$ cat config.mk
export PLATFORM = sky130hd
export DESIGN_NAME = plti_ctrl
export DESIGN_NICKNAME = d
export VERILOG_FILES = /design/src/rtl/plti_pkg.sv /design/src/rtl/plti_ctrl.sv
export SDC_FILE = /design/constraint.sdc
export NUM_CORES = 1
export LEC_CHECK = 0
export ABC_AREA = 1
export ABC_CLOCK_PERIOD_IN_PS = 2500
export BUFFER_PORTS_ARGS = -buffer_cell sky130_fd_sc_hd__buf_4
export CAP_MARGIN = 20
export CORE_UTILIZATION = 40
export CTS_BUF_LIST = sky130_fd_sc_hd__clkbuf_4 sky130_fd_sc_hd__clkbuf_8 sky130_fd_sc_hd__clkbuf_16
export DETAILED_ROUTE_END_ITERATION = 6
export SETUP_SLACK_MARGIN = 0.1
export SYNTH_ARGS = -nofsm -noshare
export SYNTH_HDL_FRONTEND = slang
export SYNTH_SLANG_ARGS = --single-unit
$ cat constraint.sdc
create_clock -name clk -period 2.5 [get_ports clk]
set_clock_uncertainty 0.05 [all_clocks]
set_input_delay 0.5 -clock clk [delete_from_list [all_inputs] [get_ports clk]]
set_output_delay 0.5 -clock clk [all_outputs]
set_load 0.01 [all_outputs]
$ cat src/rtl/plti_pkg.sv
`timescale 1ns / 1ps
// ----------------------------------------------------------------------------
// plti_pkg
// Shared constants and types for the piecewise-linear table interpolator.
// ----------------------------------------------------------------------------
package plti_pkg;
	localparam int MAX_POINTS = 64;
	localparam int IDX_W      = $clog2(MAX_POINTS);
	localparam int CNT_W      = 7;
	localparam int DW         = 32;

	localparam logic [1:0] REGION_INSIDE = 2'd0;
	localparam logic [1:0] REGION_LEFT   = 2'd1;
	localparam logic [1:0] REGION_RIGHT  = 2'd2;

	localparam logic ACT_WRITE = 1'b0;
	localparam logic ACT_QUERY = 1'b1;

	typedef struct packed {
		logic ld_query;
		logic rd_first;
		logic rd_last;
		logic rd_mid;
		logic chk_ends;
		logic srch_step;
		logic rd_seg_a;
		logic rd_seg_b;
		logic setup;
		logic mul;
		logic div_start;
		logic div_step;
		logic finish;
	} plti_cmd_t;

	typedef struct packed {
		logic srch_done;
		logic div_done;
	} plti_sts_t;
endpackage

$ cat src/rtl/plti_ctrl.sv
`timescale 1ns / 1ps
// ----------------------------------------------------------------------------
// plti_ctrl
// Sequencer for query beats: end checks, binary search, multiply, divide.
// ----------------------------------------------------------------------------
module plti_ctrl import plti_pkg::*; (
	input  logic      clk,
	input  logic      arst_n,
	input  logic      in_fire,
	input  logic      in_query,
	input  logic      out_fire,
	input  plti_sts_t sts,
	output logic      busy,
	output logic      out_valid,
	output plti_cmd_t cmd
);
	typedef enum logic [11:0] {
		S_IDLE  = 12'b000000000001,
		S_FIRST = 12'b000000000010,
		S_LAST  = 12'b000000000100,
		S_ENDS  = 12'b000000001000,
		S_MID   = 12'b000000010000,
		S_CMP   = 12'b000000100000,
		S_SEGA  = 12'b000001000000,
		S_SEGB  = 12'b000010000000,
		S_SETUP = 12'b000100000000,
		S_MUL   = 12'b001000000000,
		S_DIV   = 12'b010000000000,
		S_FIN   = 12'b100000000000
	} state_t;

	state_t state_q, state_d;
	logic   ov_q;
	logic   wait_q;

	assign out_valid = ov_q;
	assign busy = (state_q != S_IDLE) || wait_q;

	always_comb begin
		state_d = state_q;
		cmd = '0;
		unique case (state_q)
			S_IDLE: if (in_fire && in_query) begin
				cmd.ld_query = 1'b1;
				state_d = S_FIRST;
			end
			S_FIRST: begin cmd.rd_first = 1'b1; state_d = S_LAST; end
			S_LAST:  begin cmd.rd_last = 1'b1; state_d = S_ENDS; end
			S_ENDS:  begin cmd.chk_ends = 1'b1; state_d = S_MID; end
			S_MID: begin
				if (sts.srch_done) state_d = S_SEGA;
				else begin cmd.rd_mid = 1'b1; state_d = S_CMP; end
			end
			S_CMP:   begin cmd.srch_step = 1'b1; state_d = S_MID; end
			S_SEGA:  begin cmd.rd_seg_a = 1'b1; state_d = S_SEGB; end
			S_SEGB:  begin cmd.rd_seg_b = 1'b1; state_d = S_SETUP; end
			S_SETUP: begin cmd.setup = 1'b1; state_d = S_MUL; end
			S_MUL:   begin cmd.mul = 1'b1; state_d = S_DIV; end
			S_DIV: begin
				if (!wait_q) cmd.div_start = 1'b1;
				else if (!sts.div_done) cmd.div_step = 1'b1;
				else if (!ov_q || out_fire) state_d = S_FIN;
			end
			S_FIN:   begin cmd.finish = 1'b1; state_d = S_IDLE; end
			default: state_d = S_IDLE;
		endcase
	end

	always_ff @(posedge clk or negedge arst_n) begin
		if (!arst_n) begin
			state_q <= S_IDLE;
			ov_q <= 1'b0;
			wait_q <= 1'b0;
		end else begin
			state_q <= state_d;
			if (cmd.div_start) wait_q <= 1'b1;
			if (cmd.finish) wait_q <= 1'b0;
			if (cmd.finish) ov_q <= 1'b1;
			else if (out_fire) ov_q <= 1'b0;
		end
	end
endmodule

# Word-level counts from Yosys, hierarchy flattened
# Cells that the tools add are included.
# classes
n_eq_ne	17
reduce_logical	8
mux	27
# op_table
cell	n
12-bit case mux with 10 select lines	1
12-bit 2-to-1 mux	4
1-bit 2-to-1 mux	20
12-bit by 1-bit == test with 1-bit output, second input constant	1
12-bit by 10-bit == test with 1-bit output, second input constant	1
12-bit by 11-bit == test with 1-bit output, second input constant	1
12-bit == test, second input constant	1
12-bit by 2-bit == test with 1-bit output, second input constant	1
12-bit by 3-bit == test with 1-bit output, second input constant	1
12-bit by 4-bit == test with 1-bit output, second input constant	1
12-bit by 5-bit == test with 1-bit output, second input constant	1
12-bit by 6-bit == test with 1-bit output, second input constant	1
12-bit by 7-bit == test with 1-bit output, second input constant	1
12-bit by 8-bit == test with 1-bit output, second input constant	1
12-bit by 9-bit == test with 1-bit output, second input constant	1
12-bit by 1-bit != test with 1-bit output, second input constant	1
2-bit != test, second input constant	4
7-bit 2-to-1 mux	1
4-bit AND reduction	1
2-bit nonzero test	2
1-bit logical OR	2
2-bit 2-to-1 mux	1
2-bit OR reduction	1
1-bit logical AND	1
1-bit logical NOT	1
# totals
output_inout_bits	15
register_bits	14

# Logic depth before layout (Yosys ltp)
# Gate-level depths: netlist (run 1).
# depth
depth_word	6
mapped_depth	8
depth_no_buf	8

# Worst setup path before layout (run 1)
# OpenSTA, ideal clock, no wires.
# synth_timing
path_kind	reg-to-output
from	register state_q[4]
to	output port cmd[1] in the netlist's numbering
arrival_time_ns	1.113
slack_ns	0.837
path_stages_with_launch	6
path_cell_list	dfrtp_1 -> nor2_1 -> nand2_2 -> nor2_4 -> nand2_2 -> nor3_1
# synth_lines
element	line	text
from (decl)	plti_ctrl.sv:32	state_t state_q, state_d;
from (signal assigned)	plti_ctrl.sv:75	state_q <= state_d;
to (decl)	plti_ctrl.sv:15	output plti_cmd_t cmd

==> impl_metrics.tcl, run 1 <==
set metrics [dict create \
    top_layer "met4" \
    finalSetupViolCount 0 \
    pre_cts_ws_ps 682.6 \
    die_h_um 48.26 \
    io_buffer_count 21 \
    max_slew.worst_pin.slew_ps 256.9 \
    insertedDiodeCount 0 \
    min_from "sts[1]" \
    clock-root-buffer "clkbuf_4" \
    finalInstanceArea_um2 1094 \
    wl_um 1697 \
    synth_seq_area_share 0.4108 \
    syn2layout_area_growth_pct 27.78 \
    holdPathStages 2 \
    cts_resized 0 \
    rows 16 \
    clk_pin_slew_ps 90 \
    cp-start-kind "register" \
    period_needed_ps 2116 \
    wl_met1_um 826 \
    netlist.area_leader.share 0.3801 \
    wire_per_inst_um 9.809 \
    grt_pass1_vias 610 \
    relSlewSlack 0.8281 \
    place.gp.congestion 0.7951 \
    hpwl_um 1392 \
    antenna_found_initial 0 \
    fmax_ghz 0.4725 \
    grt-ovfl-total 0 \
    min_path_type "primary input to register" \
    syn_area_um2 855.8 \
    vias 772 \
    placed_area_um2 1047 \
    rsz0062_at_grt "no" \
    p_int_uw 519.3 \
    hold_viol 0 \
    p_leak_uw 0.0006372 \
    r2r_cells 7 \
    worstPathArrival_ps 1570 \
    regToRegSetupSlack_ps 1130 \
    clkPwrFrac 0.186 \
    nFillCells 196 \
    crit_fanout 5 \
    holdWs_ps 335.0 \
    path_class "register to primary output" \
    first_pass_iters 4 \
    yosys.cell_types.count 20 \
    sw_frac_of_total 0.4158 \
    drcViolationCount 0 \
    yosys_warnings 0 \
    mostFrequentLayoutCell "inv_1" \
    setup_tns_ps 0 \
    fin_crit_sh 0.8465 \
    grt_pass1_wl_um 2532 \
    grt_usage 0.1691 \
    cts_tree "built" \
    met2_length_um 771 \
    setup_slack_ps 383.7 \
    initial_utilization 0.4318 \
    vias_per_cell 4.462 \
    fp.dieW_um 48.26 \
    dr_wl_met3_um 81 \
    htreeDepth 1 \
    synth-seq-cells 14 \
    synth_fp_nets 127 \
    status "finished, final reports clean" \
    power.switching_uw 369.6 \
    postSynthCellCount 120 \
    layout_common_cells "inv_1, nand2_1, buf_4" \
    antenna_left 0 \
    combPwrFrac 0.476 \
    drv_cap 0 \
    dieArea_um2 2329 \
    cts_buffers 3 \
    pwr-share-seq 0.339 \
    fin_util 0.5518 \
    grt_max_degree 15 \
    avgSynthCellArea_um2 7.132 \
    final_max_slew_viol_count 0 \
    ys_top_cells_by_area "dfrtp_1, inv_1, nand2_1" \
    power_density_nw_per_um2 812.8 \
    core-area_um2 1982 \
    cp.required_ps 1950 \
    dr.first_iter.drc_count 6 \
    cts_sinks 14 \
    drive_above_1_share 0.2740 \
    clockBufferDepth 2 \
    min_to "state_q[5]" \
    nNetsFinal 154 \
    peakVddDrop_mv 0.5416 \
    synth_top_area_cell "dfrtp_1" \
    reg2reg_from "state_q[8]" \
    insertion_delay_ps 290 \
    ioPinCount 22 \
    critPathCaptureType "primary output" \
    r2r_end "state_q[10]" \
]
[metrics by stage]
| stage | power (uW) | instances |
|---|---|---|
| finish | 888.8 | 173 |
| global placement | 732.2 | 168 |
| CTS | 899.0 | 173 |
| global route | 967.2 | 173 |
| detailed placement | 730.8 | 168 |
| floorplan | 629.2 | 120 |
[power groups by stage]
| stage | Clock [uW] | Sequential [uW] | Combinational [uW] |
|---|---|---|---|
| 4_1_cts | 170 | 301 | 428 |
| 2_1_floorplan | 0 | 302 | 328 |
| 3_3_place_gp | 0 | 304 | 428 |
| 5_1_grt | 179 | 309 | 480 |
| 6_report | 165 | 301 | 423 |
| 3_5_place_dp | 0 | 306 | 425 |
[cells in the mapped netlist (all sizes together)]
cell type,count
nand2,29
inv,27
nor2,26
dfrtp,13
nor3,13
nand3,4
o21ai,2
a21o,1
a21oi,1
dfstp,1
nand3b,1
nand4,1
o211ai,1
[routing by layer]
metal	global-route usage	up-vias
met4	0.05000	0
met5	0	-
met2	0.2613	19
li1	-	415
met1	0.2179	334
met3	0.06667	4
[what timing repair did]
| action | 4_1_cts | 5_1_grt |
|---|---|---|
| hold buffers | 1 | 0 |
| setup buffers | 0 | 0 |
| endpoints found under the setup margin | 0 | 0 |
| endpoints found under the hold margin | 7 | 0 |
[registers in the layout, summed over array words and instances, names as in the netlist]
signal and cells:
out_valid 1, state_q 12, wait_q 1
[area by class of cell]
type,instances,area (um^2),share of cell area
Timing Repair Buffer,22,167.7,0.1533
Tap cell,27,33.78,0.03089
Clock buffer,4,36.28,0.03318
Sequential cell,14,351.6,0.3215
Multi-Input combinational cell,79,402.9,0.3684
Inverter,27,101.3,0.09268
[cells by family after synthesis]
group	Yosys count	share of synthesized area
AND/OR/NAND/NOR	74	0.4357
buffers and inverters	27	0.1184
flip-flops	14	0.4108
AO/OA/AOI/OAI	5	0.03509
[worst max-delay path by stage]
stage                     startpoint  endpoint  slack, ps  cells after the start
after floorplan           state_q[4]    cmd[1]        840                      5
after global placement    state_q[6]   cmd[12]        700                      8
after detailed placement  state_q[6]   cmd[12]        680                      8
after CTS                 state_q[6]   cmd[12]        370                      8
after global routing      state_q[8]   cmd[12]        260                      8
final                     state_q[6]   cmd[12]        380                      8
[worst max-delay path: stages, from the launching register on]
cell and delay [ps]:
dfrtp_1 400, nor2_1 160, nand2_2 120, nor2_4 160
inv_2 80, nor2_4 100, inv_1 60, nor2_1 80
buf_4 120
Note: power is estimated with default switching activity, not from simulation.
==> inputs of run 2 (changes only) <==
- ABC_CLOCK_PERIOD_IN_PS: 2500 -> 1860
- PLACE_DENSITY: default -> 0.66
- clock period: 2.5 -> 1.86 ns (I/O delays scaled with it)
==> impl_metrics.tcl, run 2 (synthesized netlist as in run 1, its figures left out) <==
set metrics [dict create \
    period_needed_ps 1957 \
    path_class "register to primary output" \
    top_register "state_q" \
    cp.required_ps 1440 \
    fmax_ghz 0.5110 \
    dr.first_iter.drc_count 21 \
    setup_tns_ps -404.6 \
    final_cells 191 \
    drive_above_1_share 0.4573 \
    rsz0062_at_grt "yes" \
    hpwl_um 1396 \
    ioPinCount 22 \
    vias_per_cell 4.707 \
    clockBufferDepth 2 \
    first_pass_iters 4 \
    clock-root-buffer "clkbuf_4" \
    fin_util 0.6629 \
    nNetsFinal 172 \
    mostFrequentLayoutCell "buf_4" \
    grt-ovfl-total 0 \
    cts_tree "built" \
    place.gp.congestion 0.8245 \
    grt_pass1_vias 755 \
    initial_utilization 0.4318 \
    fin_crit_sh 1.052 \
    io_buffer_count 21 \
    die_h_um 48.26 \
    core-area_um2 1982 \
    status "finished with violations" \
    clk_pin_slew_ps 90 \
    hold_viol 0 \
    insertedDiodeCount 0 \
    syn2layout_area_growth_pct 53.51 \
    grt_pass1_wl_um 2932 \
    slowest_stage "dfrtp_1" \
    relSlewSlack 0.7538 \
    max_slew.worst_pin.slew_ps 366.4 \
    dp_cells 168 \
    cts_buffers 3 \
    peakVddDrop_mv 0.7499 \
    finalSetupViolCount 12 \
    failed_checks "setup timing" \
    power_density_nw_per_um2 1108 \
    cts_sinks 14 \
    p_leak_uw 0.0007778 \
    critPathCaptureType "primary output" \
    cp-start-kind "register" \
    rows 16 \
    insertion_delay_ps 280 \
    setup_slack_ps -96.83 \
    pre_cts_ws_ps 213.5 \
    drv_cap 0 \
    antenna_found_initial 0 \
    drcViolationCount 0 \
    htreeDepth 1 \
    layout_common_cells "buf_4, inv_1, nand2_1" \
    cpLargestDelayFamily "simple AND/OR/NAND/NOR gates" \
    final_max_slew_viol_count 0 \
    antenna_left 0 \
    crit_fanout 4 \
    largest_register_ffs 12 \
    wire_per_inst_um 11.29 \
    vias 899 \
    dieArea_um2 2329 \
    cpMostUsedCell "nor2_4" \
    grt_max_degree 15 \
    cp_num_buf_inv 3 \
    worstPathArrival_ps 1530 \
    fp.dieW_um 48.26 \
    wl_um 2157 \
    grt_usage 0.1913 \
    max_stage_delay_ps 420 \
    nFillCells 168 \
    min_path_type "primary input to register" \
    cp_cell_sequence "nor2_2 -> nand2_2 -> nor2_4 -> inv_2 -> nor2_4 -> inv_1 -> nor2_1 -> buf_4" \
]
## run 2: cell types whose count changed in the layout (fill, tap and decap cells not counted)
| cell | before | now |
|---|---|---|
| buf_6 | 0 | 7 |
| nor2_1 | 19 | 15 |
| nand2_1 | 25 | 19 |
| clkbuf_4 | 3 | 4 |
| buf_4 | 21 | 32 |
| nor3_2 | 1 | 4 |
| clkbuf_8 | 1 | 0 |
| nand2_2 | 3 | 4 |
| nor2_2 | 2 | 6 |
| nor3_1 | 12 | 9 |
| inv_1 | 26 | 22 |
| nand2_4 | 1 | 6 |
| inv_2 | 1 | 5 |
## run 2: power breakdown
group / switching (uW) / total, uW / internal [uW]
registers: 44.2 / 409 / 365
logic: 468 / 849 / 381
clock network: 100 / 198 / 97.8
total: 612 / 1460 / 843
## run 2: what timing repair did
item	CTS	global route
hold endpoints to repair	13	0
hold buffers	1	0
setup buffers	15	5
endpoints found under the setup margin	14	15
gates resized for setup	21	8
pin swaps	7	6
## run 2: path summary, 6_finish.rpt
kind	startpoint	end	slack, ps	depth (start not counted)
max reg2reg	state_q[8]	state_q[0]	210	11
min reg2reg	out_valid	out_valid	480	1
max	state_q[8]	cmd[12]	-100	8
min in group asynchronous	arst_n	out_valid	420	2
max in group asynchronous	arst_n	state_q[0]	1090	2
min	sts[1]	state_q[5]	210	2
## run 2: layout make-up
class	count	area (um^2)	share of cell area
Multi-Input combinational cell	79	467.9	0.3562
Sequential cell	14	351.6	0.2676
Timing Repair Buffer	40	329.1	0.2505
Inverter	27	101.3	0.07714
Tap cell	27	33.78	0.02571
Clock buffer	4	30.03	0.02286
## run 2: layer usage
layer / part of all wire / wire length, um / vias to the layer above / track usage
met4: 0.014 / 31 / 0 / 0.1056
met5: 0 / 0 / - / 0
li1: - / - / 450 / -
met1: 0.38 / 824 / 416 / 0.2113
met3: 0.047 / 102 / 4 / 0.04444
met2: 0.56 / 1198 / 29 / 0.3360
## run 2: metrics by stage
stage / power [uW] / area, um^2 / hold WS [ps]
CTS: 1363 / 1264 / 202.4
floorplan: 845.7 / 855.8 / 26.41
finish: 1455 / 1314 / 206.9
global route: 1544 / 1314 / 194.6
global placement: 979.1 / 1047 / 179.3
detailed placement: 985.3 / 1047 / 182.2
==> inputs of run 3 (changes only) <==
- PLACE_DENSITY: 0.66 -> default
- PLACE_DENSITY_LB_ADDON: default -> 0.05
==> impl_metrics.tcl, run 3 (synthesized netlist as in run 1, its figures left out) <==
set metrics [dict create \
    min_to "state_q[5]" \
    initial_utilization 0.4318 \
    slowest_stage "dfrtp_1" \
    rsz0062_at_grt "yes" \
    regToRegSetupSlack_ps 220 \
    wire_per_inst_um 12.14 \
    setup_slack_ps -73.58 \
    pwr-share-seq 0.271 \
    reg2reg_from "state_q[2]" \
    grt_pass1_vias 823 \
    max_stage_delay_ps 430 \
    clkPwrFrac 0.159 \
    io_buffer_count 21 \
    drive_above_1_share 0.5341 \
    min_from "sts[1]" \
    p_int_uw 861.5 \
    finalSetupViolCount 10 \
    cp-start-kind "register" \
    grt-ovfl-total 0 \
    dieArea_um2 2329 \
    max_slew.worst_pin.slew_ps 345.0 \
    syn2layout_area_growth_pct 72.08 \
    grt_usage 0.2132 \
    grt_max_degree 15 \
    holdPathStages 2 \
    mostFrequentLayoutCell "buf_4" \
    fp.dieW_um 48.26 \
    nFillCells 149 \
    combPwrFrac 0.570 \
    largest_register_ffs 12 \
    ioPinCount 22 \
    clockBufferDepth 2 \
    crit_fanout 5 \
    worstPathArrival_ps 1510 \
    cp_cell_sequence "nor2_4 -> nand2_4 -> nor2_4 -> inv_4 -> nor2_4 -> inv_1 -> nor2_1 -> buf_4" \
    failed_checks "setup timing" \
    first_pass_iters 4 \
    grt_pass1_wl_um 3270 \
    period_needed_ps 1934 \
    drv_cap 0 \
    die_h_um 48.26 \
    r2r_end "state_q[0]" \
    clk_pin_slew_ps 100 \
    wl_um 2464 \
    fmax_ghz 0.5172 \
    startpoint "state_q[8]" \
    fin_crit_sh 1.040 \
    insertedDiodeCount 0 \
    cts_tree "built" \
    hold_viol 0 \
    power_density_nw_per_um2 1026 \
    drcViolationCount 0 \
    layout_common_cells "buf_4, inv_1, nand2_1" \
    cp_num_buf_inv 3 \
    peakVddDrop_mv 1.056 \
    antenna_found_initial 0 \
    critPathCaptureType "primary output" \
    path_class "register to primary output" \
    htreeDepth 1 \
    sw_frac_of_total 0.4298 \
    cts_buffers 3 \
    final_max_slew_viol_count 0 \
    place.gp.congestion 0.7756 \
    rows 16 \
    clock-root-buffer "clkbuf_4" \
    cpMostUsedCell "nor2_4" \
    setup_tns_ps -446.3 \
    min_path_type "primary input to register" \
    holdWs_ps 176.4 \
    p_leak_uw 0.0008312 \
    dr.first_iter.drc_count 16 \
    hpwl_um 1458 \
    pre_cts_ws_ps 182.8 \
    cp.required_ps 1440 \
    r2r_cells 11 \
    cts_sinks 14 \
    dp_cells 168 \
    core-area_um2 1982 \
    status "finished with violations" \
    vias_per_cell 4.724 \
    relSlewSlack 0.7682 \
    insertion_delay_ps 300 \
    vias 959 \
    nNetsFinal 184 \
    antenna_left 0 \
    final_cells 203 \
    power.switching_uw 649.4 \
    cpLargestDelayFamily "simple AND/OR/NAND/NOR gates" \
    top_register "state_q" \
]
## run 3: cell type report
type	instances	area, um^2	share of cell area
Tap cell	27	33.78	0.02294
Timing Repair Buffer	52	430.4	0.2923
Clock buffer	4	36.28	0.02464
Sequential cell	14	351.6	0.2387
Inverter	27	106.4	0.07222
Multi-Input combinational cell	79	514.2	0.3492
## run 3: through the flow
stage | util | instance area (um^2) | power (uW)
3_3_place_gp | 0.5284 | 1047 | 979.5
2_1_floorplan | - | 855.8 | 845.7
5_1_grt | 0.7431 | 1473 | 1595
3_5_place_dp | 0.5284 | 1047 | 987.2
6_report | 0.7431 | 1473 | 1511
4_1_cts | 0.6818 | 1351 | 1351
## run 3: power groups by stage
| stage | clock [uW] | sequential [uW] | combinational, uW |
|---|---|---|---|
| floorplan | 0 | 405 | 440 |
| global placement | 0 | 411 | 568 |
| detailed placement | 0 | 413 | 574 |
| CTS | 234 | 405 | 712 |
| global route | 246 | 417 | 933 |
| finish | 240 | 409 | 862 |
## run 3: worst max path at each step
stage	endpoint	slack, ps	cells past startpoint
after CTS	cmd[12]	-70	8
after global routing	cmd[12]	-190	8
after detailed placement	cmd[12]	180	8
final	cmd[12]	-70	8
after floorplan	cmd[1]	330	5
after global placement	cmd[12]	200	8
## run 3: timing repair
item                       in CTS  in global routing
gates resized for setup        21                 24
hold endpoints to repair       13                  0
setup buffers                  25                  8
setup endpoints to repair      14                 15
hold buffers                    1                  0
pin swaps                       9                 12
## run 3: layer usage
layer / share of wire / GRT usage
met2: 0.55 / 0.3707
met3: 0.032 / 0.02222
met5: 0 / 0
met4: 0.021 / 0.1222
met1: 0.39 / 0.2535
